==> src/rtl/catseq_pkg.sv <==
// ----------------------------------------------------------------------------
// catseq_pkg
// shared constants for the catalan sequence generator mod p
// ----------------------------------------------------------------------------
package catseq_pkg;

  // default width of the modulus datapath
  localparam int MOD_WIDTH_DEF = 31;

  // field widths
  localparam int MODULUS_W = 31;
  localparam int INDEX_W   = 8;
  localparam int VALUE_W   = 31;

  // configuration port
  localparam int CFG_IDX_W  = 1;
  localparam int CFG_DATA_W = 31;

  typedef enum logic [CFG_IDX_W-1:0] {
    REG_MODULUS    = 1'b0,
    REG_LAST_INDEX = 1'b1
  } cfg_reg_t;

  // stream payload widths
  localparam int IN_DATA_W  = 8;
  localparam int OUT_DATA_W = 72;

endpackage

==> src/rtl/catseq_mulmod.sv <==
// ----------------------------------------------------------------------------
// catseq_mulmod
// bit-serial modular multiplier, prod = x * y mod p, one bit of x per cycle
// ----------------------------------------------------------------------------
module catseq_mulmod #(
  parameter int W = 31
) (
  input  logic         clk,
  input  logic         rst_n,
  input  logic         start,
  input  logic [W+1:0] x,     // any value, scanned msb first
  input  logic [W-1:0] y,     // must be below p
  input  logic [W-1:0] p,     // nonzero modulus
  output logic         done,
  output logic [W-1:0] prod
);

  localparam int XW = W + 2;
  localparam int CW = $clog2(XW);

  logic          busy_r;
  logic          done_r;
  logic [CW-1:0] cnt_r;
  logic [XW-1:0] x_r;
  logic [W-1:0]  acc_r;

  logic [W:0]   pe;
  logic [W:0]   dbl;
  logic [W:0]   dbl_red;
  logic [W:0]   addend;
  logic [W:0]   sum;
  logic [W:0]   sum_red;

  // double, reduce, conditionally add y, reduce
  always_comb begin
    pe      = {1'b0, p};
    dbl     = {acc_r, 1'b0};
    dbl_red = (dbl >= pe) ? dbl - pe : dbl;
    addend  = x_r[XW-1] ? {1'b0, y} : '0;
    sum     = dbl_red + addend;
    sum_red = (sum >= pe) ? sum - pe : sum;
  end

  always_ff @(posedge clk) begin
    if (!rst_n) begin
      busy_r <= 1'b0;
      done_r <= 1'b0;
      cnt_r  <= '0;
    end else begin
      done_r <= 1'b0;
      if (start) begin
        busy_r <= 1'b1;
        cnt_r  <= '0;
        x_r    <= x;
        acc_r  <= '0;
      end else if (busy_r) begin
        acc_r <= sum_red[W-1:0];
        x_r   <= {x_r[XW-2:0], 1'b0};
        cnt_r <= cnt_r + CW'(1);
        if (cnt_r == CW'(XW - 1)) begin
          busy_r <= 1'b0;
          done_r <= 1'b1;
        end
      end
    end
  end

  assign done = done_r;
  assign prod = acc_r;

endmodule

==> src/rtl/signed_catalan_sequence_mod_p.sv <==
// ----------------------------------------------------------------------------
// signed_catalan_sequence_mod_p
// catalan numbers C(j) and signed coefficients kappa_j mod p, one index per
// request, inverse of (j+1) by square-and-multiply on a bit-serial multiplier
// ----------------------------------------------------------------------------
// cost: one request takes (4 + 2*ones(p-2) + zeros(p-2)) bit-serial multiplies
//   plus one sequencer step per exponent bit; a modulus of zero skips the
//   multiplier and queues a zero result directly
// throughput: one request at a time; the single bit-serial multiplier sets it
// a finished result waits in the output register while the next request runs
// reset: modulus 3, last index 1, sequence restarts at index 1 with C(0) = 1
// ----------------------------------------------------------------------------
module signed_catalan_sequence_mod_p #(
  parameter int MOD_WIDTH = catseq_pkg::MOD_WIDTH_DEF
) (
  input  logic                               clk,
  input  logic                               rst_n,
  // configuration write port
  input  logic                               cfg_wen,
  input  logic [catseq_pkg::CFG_IDX_W-1:0]   cfg_index,
  input  logic [catseq_pkg::CFG_DATA_W-1:0]  cfg_wdata,
  // request channel
  input  logic                               in_tvalid,
  output logic                               in_tready,
  input  logic [catseq_pkg::IN_DATA_W-1:0]   in_tdata,   // [0] restart, rest zero
  // result channel
  output logic                               out_tvalid,
  input  logic                               out_tready,
  output logic [catseq_pkg::OUT_DATA_W-1:0]  out_tdata,  // [7:0] index, [38:8] kappa,
                                                         // [69:39] catalan, rest zero
  output logic                               out_tlast   // is_last
);

  import catseq_pkg::*;

  localparam int W  = MOD_WIDTH;
  localparam int XW = W + 2;

  typedef enum logic [2:0] {
    S_IDLE,
    S_RED,       // reduce stored C(j-1) mod p
    S_SCALE,     // times 2*(2j-1)
    S_BASE,      // reduce j+1 mod p
    S_POW_DEC,   // pick next exponent step
    S_POW_MUL,   // acc *= base
    S_POW_SQR,   // base *= base
    S_FINAL      // catalan = scaled * inverse, then output
  } state_t;

  state_t state_r;
  logic   out_pend_r;   // result ready at S_FINAL exit or for a zero modulus, waiting for output slot

  // configuration registers
  logic [MODULUS_W-1:0] modulus_r;
  logic [INDEX_W-1:0]   last_index_r;

  // sequence state
  logic [W-1:0]       prev_catalan_r;
  logic [INDEX_W-1:0] next_index_r;

  // working registers
  logic [INDEX_W-1:0] j_r;
  logic [W-1:0]       c_r;       // C(j-1) mod p
  logic [W-1:0]       t_r;       // C(j-1)*2*(2j-1) mod p
  logic [W-1:0]       base_r;
  logic [W-1:0]       acc_r;
  logic [W-1:0]       ex_r;
  logic [W-1:0]       cat_r;

  // multiplier request
  logic          mul_start_r;
  logic [XW-1:0] mul_x_r;
  logic [W-1:0]  mul_y_r;
  logic          mul_done;
  logic [W-1:0]  mul_prod;

  // output register
  logic                  out_tvalid_r;
  logic [OUT_DATA_W-1:0] out_tdata_r;
  logic                  out_tlast_r;

  // derived values
  logic [31:0]        mod32;
  logic [W-1:0]       p;
  logic [W-1:0]       one_p;
  logic               p_zero;
  logic [INDEX_W-1:0] last_eff;
  logic               seq_restart;
  logic [INDEX_W-1:0] j_eff;
  logic [W-1:0]       prev_eff;
  logic [XW-1:0]      scale_x;
  logic [XW-1:0]      base_x;
  logic [W-1:0]       ex_init;
  logic [W-1:0]       kappa_w;
  logic [31:0]        kappa32;
  logic [31:0]        cat32;
  logic               fin;
  logic               in_acc;
  logic               out_free;

  always_comb begin
    mod32       = {1'b0, modulus_r};
    p           = mod32[W-1:0];
    p_zero      = (p == '0);
    // residue of 1, zero when p is one
    one_p       = (p == W'(1)) ? '0 : W'(1);
    // a last index of zero behaves as one
    last_eff    = (last_index_r == '0) ? INDEX_W'(1) : last_index_r;
    seq_restart = in_tdata[0] || (next_index_r > last_eff) || (next_index_r == '0);
    j_eff       = seq_restart ? INDEX_W'(1) : next_index_r;
    prev_eff    = seq_restart ? W'(1) : prev_catalan_r;
    scale_x     = XW'({j_r, 2'b00}) - XW'(2);
    base_x      = XW'(j_r) + XW'(1);
    ex_init     = (p >= W'(2)) ? p - W'(2) : '0;
    // odd index negates C(j-1)
    if (j_r[0]) begin
      kappa_w = (c_r == '0) ? '0 : p - c_r;
    end else begin
      kappa_w = c_r;
    end
    kappa32  = 32'(kappa_w);
    cat32    = 32'(cat_r);
    fin      = (j_r == last_eff);
    in_acc   = in_tvalid && in_tready;
    out_free = !out_tvalid_r || out_tready;
  end

  assign in_tready = (state_r == S_IDLE) && !out_pend_r;

  catseq_mulmod #(
    .W (W)
  ) u_mulmod (
    .clk   (clk),
    .rst_n (rst_n),
    .start (mul_start_r),
    .x     (mul_x_r),
    .y     (mul_y_r),
    .p     (p),
    .done  (mul_done),
    .prod  (mul_prod)
  );

  // configuration writes
  always_ff @(posedge clk) begin
    if (!rst_n) begin
      modulus_r    <= MODULUS_W'(3);
      last_index_r <= INDEX_W'(1);
    end else if (cfg_wen) begin
      unique case (cfg_reg_t'(cfg_index))
        REG_MODULUS:    modulus_r    <= cfg_wdata[MODULUS_W-1:0];
        REG_LAST_INDEX: last_index_r <= cfg_wdata[INDEX_W-1:0];
        default:        ;
      endcase
    end
  end

  // sequencer with registered outputs
  always_ff @(posedge clk) begin
    if (!rst_n) begin
      state_r        <= S_IDLE;
      out_pend_r     <= 1'b0;
      mul_start_r    <= 1'b0;
      out_tvalid_r   <= 1'b0;
      prev_catalan_r <= W'(1);
      next_index_r   <= INDEX_W'(1);
    end else begin
      mul_start_r <= 1'b0;
      if (out_tvalid_r && out_tready) begin
        out_tvalid_r <= 1'b0;
      end

      // hand the finished result to the output register
      if (out_pend_r && out_free) begin
        out_pend_r   <= 1'b0;
        out_tvalid_r <= 1'b1;
        out_tlast_r  <= fin;
        out_tdata_r  <= {2'b00, cat32[30:0], kappa32[30:0], j_r};
        if (fin) begin
          next_index_r   <= INDEX_W'(1);
          prev_catalan_r <= W'(1);
        end else begin
          next_index_r   <= j_r + INDEX_W'(1);
          prev_catalan_r <= cat_r;
        end
      end

      unique case (state_r)
        S_IDLE: begin
          if (in_acc) begin
            j_r <= j_eff;
            if (p_zero) begin
              // every residue is zero
              c_r        <= '0;
              cat_r      <= '0;
              out_pend_r <= 1'b1;
            end else begin
              mul_start_r <= 1'b1;
              mul_x_r     <= XW'(prev_eff);
              mul_y_r     <= one_p;
              state_r     <= S_RED;
            end
          end
        end
        S_RED: begin
          if (mul_done) begin
            c_r         <= mul_prod;
            mul_start_r <= 1'b1;
            mul_x_r     <= scale_x;
            mul_y_r     <= mul_prod;
            state_r     <= S_SCALE;
          end
        end
        S_SCALE: begin
          if (mul_done) begin
            t_r         <= mul_prod;
            mul_start_r <= 1'b1;
            mul_x_r     <= base_x;
            mul_y_r     <= one_p;
            state_r     <= S_BASE;
          end
        end
        S_BASE: begin
          if (mul_done) begin
            base_r  <= mul_prod;
            acc_r   <= one_p;
            ex_r    <= ex_init;
            state_r <= S_POW_DEC;
          end
        end
        S_POW_DEC: begin
          mul_start_r <= 1'b1;
          if (ex_r == '0) begin
            mul_x_r <= XW'(t_r);
            mul_y_r <= acc_r;
            state_r <= S_FINAL;
          end else if (ex_r[0]) begin
            mul_x_r <= XW'(acc_r);
            mul_y_r <= base_r;
            state_r <= S_POW_MUL;
          end else begin
            mul_x_r <= XW'(base_r);
            mul_y_r <= base_r;
            state_r <= S_POW_SQR;
          end
        end
        S_POW_MUL: begin
          if (mul_done) begin
            acc_r       <= mul_prod;
            mul_start_r <= 1'b1;
            mul_x_r     <= XW'(base_r);
            mul_y_r     <= base_r;
            state_r     <= S_POW_SQR;
          end
        end
        S_POW_SQR: begin
          if (mul_done) begin
            base_r  <= mul_prod;
            ex_r    <= ex_r >> 1;
            state_r <= S_POW_DEC;
          end
        end
        S_FINAL: begin
          if (mul_done) begin
            cat_r      <= mul_prod;
            out_pend_r <= 1'b1;
            state_r    <= S_IDLE;
          end
        end
        default: state_r <= S_IDLE;
      endcase
    end
  end

  assign out_tvalid = out_tvalid_r;
  assign out_tdata  = out_tdata_r;
  assign out_tlast  = out_tlast_r;

  // an accepted request always starts work or queues a result
  assert property (@(posedge clk) disable iff (!rst_n)
    in_acc |=> (state_r != S_IDLE) || out_pend_r)
    else $error("accepted request did not start");

  // multiplier never finishes while the sequencer is idle
  assert property (@(posedge clk) disable iff (!rst_n)
    mul_done |-> (state_r != S_IDLE))
    else $error("multiplier done outside an operation");

  // a held result agrees with the sequence state it left behind
  assert property (@(posedge clk) disable iff (!rst_n)
    out_tvalid_r && !out_pend_r |->
      (next_index_r == (out_tlast_r ? INDEX_W'(1) : out_tdata_r[7:0] + INDEX_W'(1))))
    else $error("next index out of step with output");

  // results never carry index zero
  assert property (@(posedge clk) disable iff (!rst_n)
    out_tvalid_r |-> (out_tdata_r[7:0] != '0))
    else $error("zero index in result");

endmodule
==> config.mk <==
export PLATFORM = sky130hd
export DESIGN_NAME = signed_catalan_sequence_mod_p
export DESIGN_NICKNAME = d
export VERILOG_FILES = /design/src/rtl/catseq_pkg.sv /design/src/rtl/catseq_mulmod.sv /design/src/rtl/signed_catalan_sequence_mod_p.sv
export SDC_FILE = /design/constraint.sdc
export NUM_CORES = 1
export LEC_CHECK = 0
export BUFFER_PORTS_ARGS = -buffer_cell sky130_fd_sc_hd__clkbuf_2
export CAP_MARGIN = 40
export CORE_MARGIN = 2
export CORE_UTILIZATION = 38
export DETAILED_ROUTE_END_ITERATION = 12
export RECOVER_POWER = 25
export SYNTH_ARGS = -nofsm -noshare
export SYNTH_HDL_FRONTEND = slang
export SYNTH_SLANG_ARGS = --single-unit
==> constraint.sdc <==
create_clock -name clk -period 8.4 [get_ports clk]
set_input_delay 0.84 -clock clk [delete_from_list [all_inputs] [get_ports clk]]
set_output_delay 0.84 -clock clk [all_outputs]
set_load 0.005 [all_outputs]
## Word level (Yosys, flattened, before mapping)

Cells that the tools add are included.

| storage, ports and cells | value |
|---|---|
| input bits | 45 |
| word-level logic and storage cells | 161 |
| output and inout bits | 75 |
| bits in registers | 485 |

| cells by class | value |
|---|---|
| $lt $le $gt $ge | 4 |
| muxes and demuxes | 62 |
| bitwise gates (word level) | 3 |
| reductions and logical operators | 39 |
| eq/ne operators | 20 |
| $add $sub $neg | 9 |

Operators by type and width:

| operator | count |
|---|---|
| 2-to-1 mux 31 bit | 20 |
| one-hot mux 31 bit (2 select lines) | 4 |
| 2-to-1 mux 33 bit | 7 |
| one-hot mux 33 bit (5 select lines) | 1 |
| one-hot mux 31 bit (5 select lines) | 1 |
| logical NOT 31 bit | 3 |
| greater-or-equal comparator 32 x 31 -> 1 bit | 2 |
| subtractor 31 bit | 2 |
| adder 32 x 31 -> 32 bit | 1 |
| 2-to-1 mux 32 bit | 1 |
| subtractor 32 x 31 -> 32 bit | 1 |
| equality test 31 x 1 -> 1 bit (second input constant) | 1 |
| greater-or-equal comparator 31 x 2 -> 1 bit (second input constant) | 1 |
| subtractor 31 x 2 -> 31 bit (second input constant) | 1 |
| 2-to-1 mux 3 bit | 7 |
| one-hot mux 3 bit (7 select lines) | 1 |
| logical NOT 8 bit | 2 |
| 2-to-1 mux 8 bit | 2 |
| 2-to-1 mux 1 bit | 14 |
| inequality test 2 x 1 -> 1 bit (second input constant) | 7 |
| AND reduction 7 bit | 2 |
| equality test 3 bit (second input constant) | 4 |
| nonzero test 2 bit | 6 |
| subtractor 10 x 2 -> 11 bit (second input constant) | 1 |
| other kinds (24) | 45 |

## Longest topological paths before layout

| depth | value |
|---|---|
| word-level depth | 9 |
| mapped depth | 35 |
| mapped depth without buffers | 32 |

## Hierarchy

A second synthesis with hierarchy kept.

| unflattened totals | value |
|---|---|
| cells, all modules | 2651 |
| area total of the unflattened synthesis | 27577.7 µm² |

By module, submodules not included:

| module | instances | cells an instance | seq. area each (µm²) | area an instance (µm²) |
|---|---|---|---|---|
| signed_catalan_sequence_mod_p | 1 | 1672 | 11531.1 | 19134.6 |
| catseq_mulmod | 1 | 979 | 2082.0 | 8443.1 |

## Least setup slack after synthesis

OpenSTA, ideal clock, no wires.

| timing path | value |
|---|---|
| kind | register to register |
| start | register modulus_r[1] |
| end | register u_mulmod.acc_r[10] (netlist: u_mulmod.prod[10]), data pin |
| clock period less this slack | 6.867 ns |
| buffers on the path | 3 |
| data required time | 8.133 ns |
| setup time | 0.267 ns |
| data arrival time | 6.600 ns |
| slack | 1.533 ns |
| cell stages (with the launch flop) | 35 |
| cell sequence | dfxtp_1 inv_1 fa_1 a21oi_1 o22ai_1 a31oi_1 a21oi_1 nor4b_2 nor2_1 clkinv_1 clkbuf_1 nand2_1 o21ai_0 ha_1 and3_4 and3_4 a32oi_2 or2b_1 a21o_1 a21o_1 a21oi_1 xnor2_1 ha_1 nand2_1 inv_1 o22ai_1 a21o_1 or4_1 a31oi_1 o21ai_1 a31o_2 clkbuf_1 buf_1 nand4_1 o31ai_1 |

| on the way | value |
|---|---|
| longest elaborated chain between the ends | 6 |
| elaborated cells on any way between the ends | 8 |
| those cells by class | add/sub (3); order compare (2); mux (3) |

RTL lines:

| what | RTL line | source |
|---|---|---|
| from (decl) | signed_catalan_sequence_mod_p.sv:54 | `logic [MODULUS_W-1:0] modulus_r;` |
| from (signal assigned) | signed_catalan_sequence_mod_p.sv:150 | `REG_MODULUS: modulus_r <= cfg_wdata[MODULUS_W-1:0];` |
| subtractor 32 x 31 -> 32 bit / greater-or-equal comparator 32 x 31 -> 1 bit (equally long branches) | catseq_mulmod.sv:38 | `dbl_red = (dbl >= pe) ? dbl - pe : dbl;` |
| 2-to-1 mux 32 bit | catseq_mulmod.sv:38 |  |
| adder 32 x 31 -> 32 bit | catseq_mulmod.sv:40 | `sum = dbl_red + addend;` |
| subtractor 31 bit / greater-or-equal comparator 32 x 31 -> 1 bit (equally long branches) | catseq_mulmod.sv:41 | `sum_red = (sum >= pe) ? sum - pe : sum;` |
| 2-to-1 mux 31 bit (*) | catseq_mulmod.sv:41 |  |
| 2-to-1 mux 31 bit (*) | catseq_mulmod.sv:56 | `end else if (busy_r) begin` |
| to (signal assigned) | catseq_mulmod.sv:57 | `acc_r <= sum_red[W-1:0];` |
| to (decl) | catseq_mulmod.sv:25 | `logic [W-1:0] acc_r;` |

Every way passes the cells marked *; elsewhere a longest branch is shown, timed or not. The select of a mux whose other input is x is not followed.
A chain may end at the register's enable or synchronous reset.

## Final worst setup path

| timing path | value |
|---|---|
| start | register modulus_r[4] |
| end | register u_mulmod.acc_r[27] (netlist: u_mulmod.prod[27]), data pin |

The elaborated chain is that of the path after synthesis.

==> flow_summary.toml <==
[routing]
drtIter0Drc = 2459
drtPass1Iterations = 5
wl_um = 84400
drcViolationCount = 0
via_count = 21400
antenna_left = 0
wl_per_cell_um = 22.3
viasPerCell = 5.66

[place]
portBuffers = 110
place.gp.congestion = 0.914
hpwl_um = 62200

[synth]
synth-seq-cells = 484
synthCells = 2708
synth.avg_cell_area_um2 = 10.2
synth.area.top_cells = "edfxtp_1, dfxtp_1, ha_1"
netlist_area_um2 = 27500
synth_edf_count = 392
synth_warnings = 0
yosys_most_used_dff = "edfxtp_1"
synth-async-reset-ratio_pct = 0
synth_top_area_cell = "edfxtp_1"
yosysTopAreaCellShare_pct = 42.8
yosysUniqueCellTypes = 91
ys_seq_area_share_pct = 49.5

[setup_path]
crit_path_start_kind = "flop"
crit_start = "modulus_r[4]"
cp_max_fo = 32
worstPathArrival_ns = 8.19
critPathKind = "flop to flop"
cp_common_cell = "ha_1"
rr_endpoint = "u_mulmod.prod[27]"
reg2reg_depth = 29
rr_startpoint = "modulus_r[4]"
reg2reg_slack_ns = 0.55
critPathCaptureType = "flop"
crit_slowest_cell = "or4_1"
cp-endpoint = "u_mulmod.prod[27]"
max_stage_delay_ns = 0.56
cp.required_ns = 8.74

[finish]
nNetsFinal = 2985
n_antenna_cell = 0
drive_above_1_share_pct = 11.3
fillers = 6804
syn2layout_area_growth_pct = 12.6

[sta]
finalHoldViolCount = 0
totalNegativeSetupSlack_ns = 0
period_minus_slack_ns = 7.85
setup_viol = 0
max_clock_freq_mhz = 127
drv_slew = 301
tightest_slew_ns = 3.88
finalCritPeriodShare_pct = 93.4
fin_skew_ns = 0.0283
rsz0062_at_grt = "no"
slew_headroom_pct = -159

[global_route]
grt_first_pass_wirelength_um = 128000
grt_overflow_total = 0
grt_max_degree = 92
track_usage_pct = 22.3
antenna_found_initial = 0
grt_pass1_vias = 20800

[floorplanning]
core-area_um2 = 71600
row_count = 98
io-pin-count = 120
die_w_um = 273
dieArea_um2 = 74600
initial_core_util_pct = 38.4
fp.dieH_um = 273

[outcome]
status = "complete, but fails checks"
violations = "capacitance limit, slew limit"

[job]
max_cap_violations = 6

[cts]
cts-htree-levels = 2
clock-root-buffer = "clkbuf_16"
clockBufferDepth = 3
cts_tree = "done"
clock-sinks = 484
numCtsBuffers = 52
clkTransAtPathRegs_ns = 0.06
clkLatencyLatePin_ns = 0.61

[worst_hold_path]
min_path_type = "flop to flop"
hold_depth = 0
-- metrics by stage --
stage | worst slack (ns) | std cells | instance area (µm²) | util, % | hold WS (ns)
floorplan | 1.53 | 2709 | 27500 | - | 0.419
detailed placement | 0.554 | 3696 | 29400 | 41.0 | 0.435
global route | 0.0163 | 3789 | 31000 | 43.3 | 0.462
finish | 0.552 | 3789 | 31000 | 43.3 | 0.448
global placement | 0.623 | 3688 | 29200 | 40.8 | 0.438
CTS | 0.497 | 3789 | 31000 | 43.3 | 0.440
-- sequential cells by signal, indices dropped and copies added (netlist names), 3 cells and up --
name and count:
acc_r 31, base_r 31, c_r 31, cat_r 31, ex_r 31, j_r 8, last_index_r 8, modulus_r 31
mul_x_r 32, mul_y_r 31, next_index_r 8, out_tdata 70, prev_catalan_r 31, state_r 3, t_r 31, u_mulmod.cnt_r 6
u_mulmod.prod 31, u_mulmod.x_r 33
-- repair_timing --
action / CTS / global route
gates resized for setup: 0 / 4
buffers inserted: 0 / 0
hold buffers: 0 / 0
setup endpoints to repair: 0 / 4
-- Yosys cell counts, types with 13 or more instances --
| library cell | count |
|---|---|
| o21ai_1 | 28 |
| a22oi_1 | 23 |
| o31ai_1 | 13 |
| a21o_1 | 58 |
| nand3_1 | 99 |
| a31oi_1 | 19 |
| nand2b_1 | 24 |
| a221oi_1 | 16 |
| a21oi_1 | 192 |
| xor2_1 | 49 |
| xnor2_1 | 106 |
| inv_1 | 130 |
| nand4_1 | 32 |
| nand2_1 | 320 |
| and2_1 | 138 |
| edfxtp_1 | 392 |
| dfxtp_1 | 92 |
| clkbuf_1 | 114 |
| and3_1 | 17 |
| o22ai_1 | 32 |
| o21ai_0 | 126 |
| ha_1 | 136 |
| nor3_1 | 34 |
| nor2b_1 | 21 |
| mux2_2 | 30 |
| nor4_1 | 31 |
| a211oi_1 | 24 |
| a21boi_0 | 74 |
| nor2_1 | 109 |
| o211ai_1 | 14 |
| a221o_1 | 32 |
-- worst min-delay path by stage --
stage	from	to	slack, ns
2_1_floorplan	cat_r[0]	out_tdata[39]	0.42
3_3_place_gp	cat_r[0]	out_tdata[39]	0.44
3_5_place_dp	cat_r[0]	out_tdata[39]	0.44
4_1_cts	cfg_wdata[9]	modulus_r[9]	0.44
5_1_grt	cat_r[0]	out_tdata[39]	0.46
6_report	cat_r[0]	out_tdata[39]	0.45
-- cells in the final DEF (no fill, tap or decap), drive strengths merged, types with 58 or more instances in the layout --
cell type,synthesis,layout
edfxtp,392,392
nand2,320,320
a21oi,194,194
clkbuf,114,190
o21ai,155,155
and2,139,139
ha,136,136
inv,130,134
nor2,110,110
xnor2,106,106
nand3,99,99
dfxtp,92,92
a21boi,75,75
a21o,58,58
-- worst max-delay path, delay by kind of cell, from the launching register on --
kind,cells,cell delay [ns]
AO/OA/AOI/OAI,16,3.48
AND/OR/NAND/NOR,6,1.46
adder cells (fa/ha/maj),3,1.34
flip-flops,1,0.50
buffers and inverters,2,0.42
XOR/XNOR,2,0.35
-- layer usage --
metal  routed length (µm)  share of wire (%)  GRT usage, %
met5                    0                  0             0
met2                38300                 45          35.6
met1                37800                 45          31.1
met3                 5080                6.0          2.78
met4                 3170                3.8          8.20
-- final cells by class --
class / instances / area (µm²) / share of cell area, %
sequential: 484 / 13600 / 43.9
multi-input combinational: 1958 / 12900 / 41.8
clock buffer: 73 / 1500 / 4.83
tap: 950 / 1190 / 3.84
timing repair buffer: 173 / 1080 / 3.48
inverter: 131 / 492 / 1.59
clock inverter: 20 / 170 / 0.549
-- logic make-up after synthesis --
kind of cell | share of synthesized area [%]
muxes | 1.66
adders and majority gates | 6.48
xor gates and xnor gates | 4.99
AOI/OAI and AO/OA | 18.0
other | 0.0136
and+or+nand+nor | 15.5
DFF | 49.5
buffers and inverters | 3.83
Power is not shown: default switching activity piles up to over one toggle a cycle in this logic, so the estimate is an artifact.
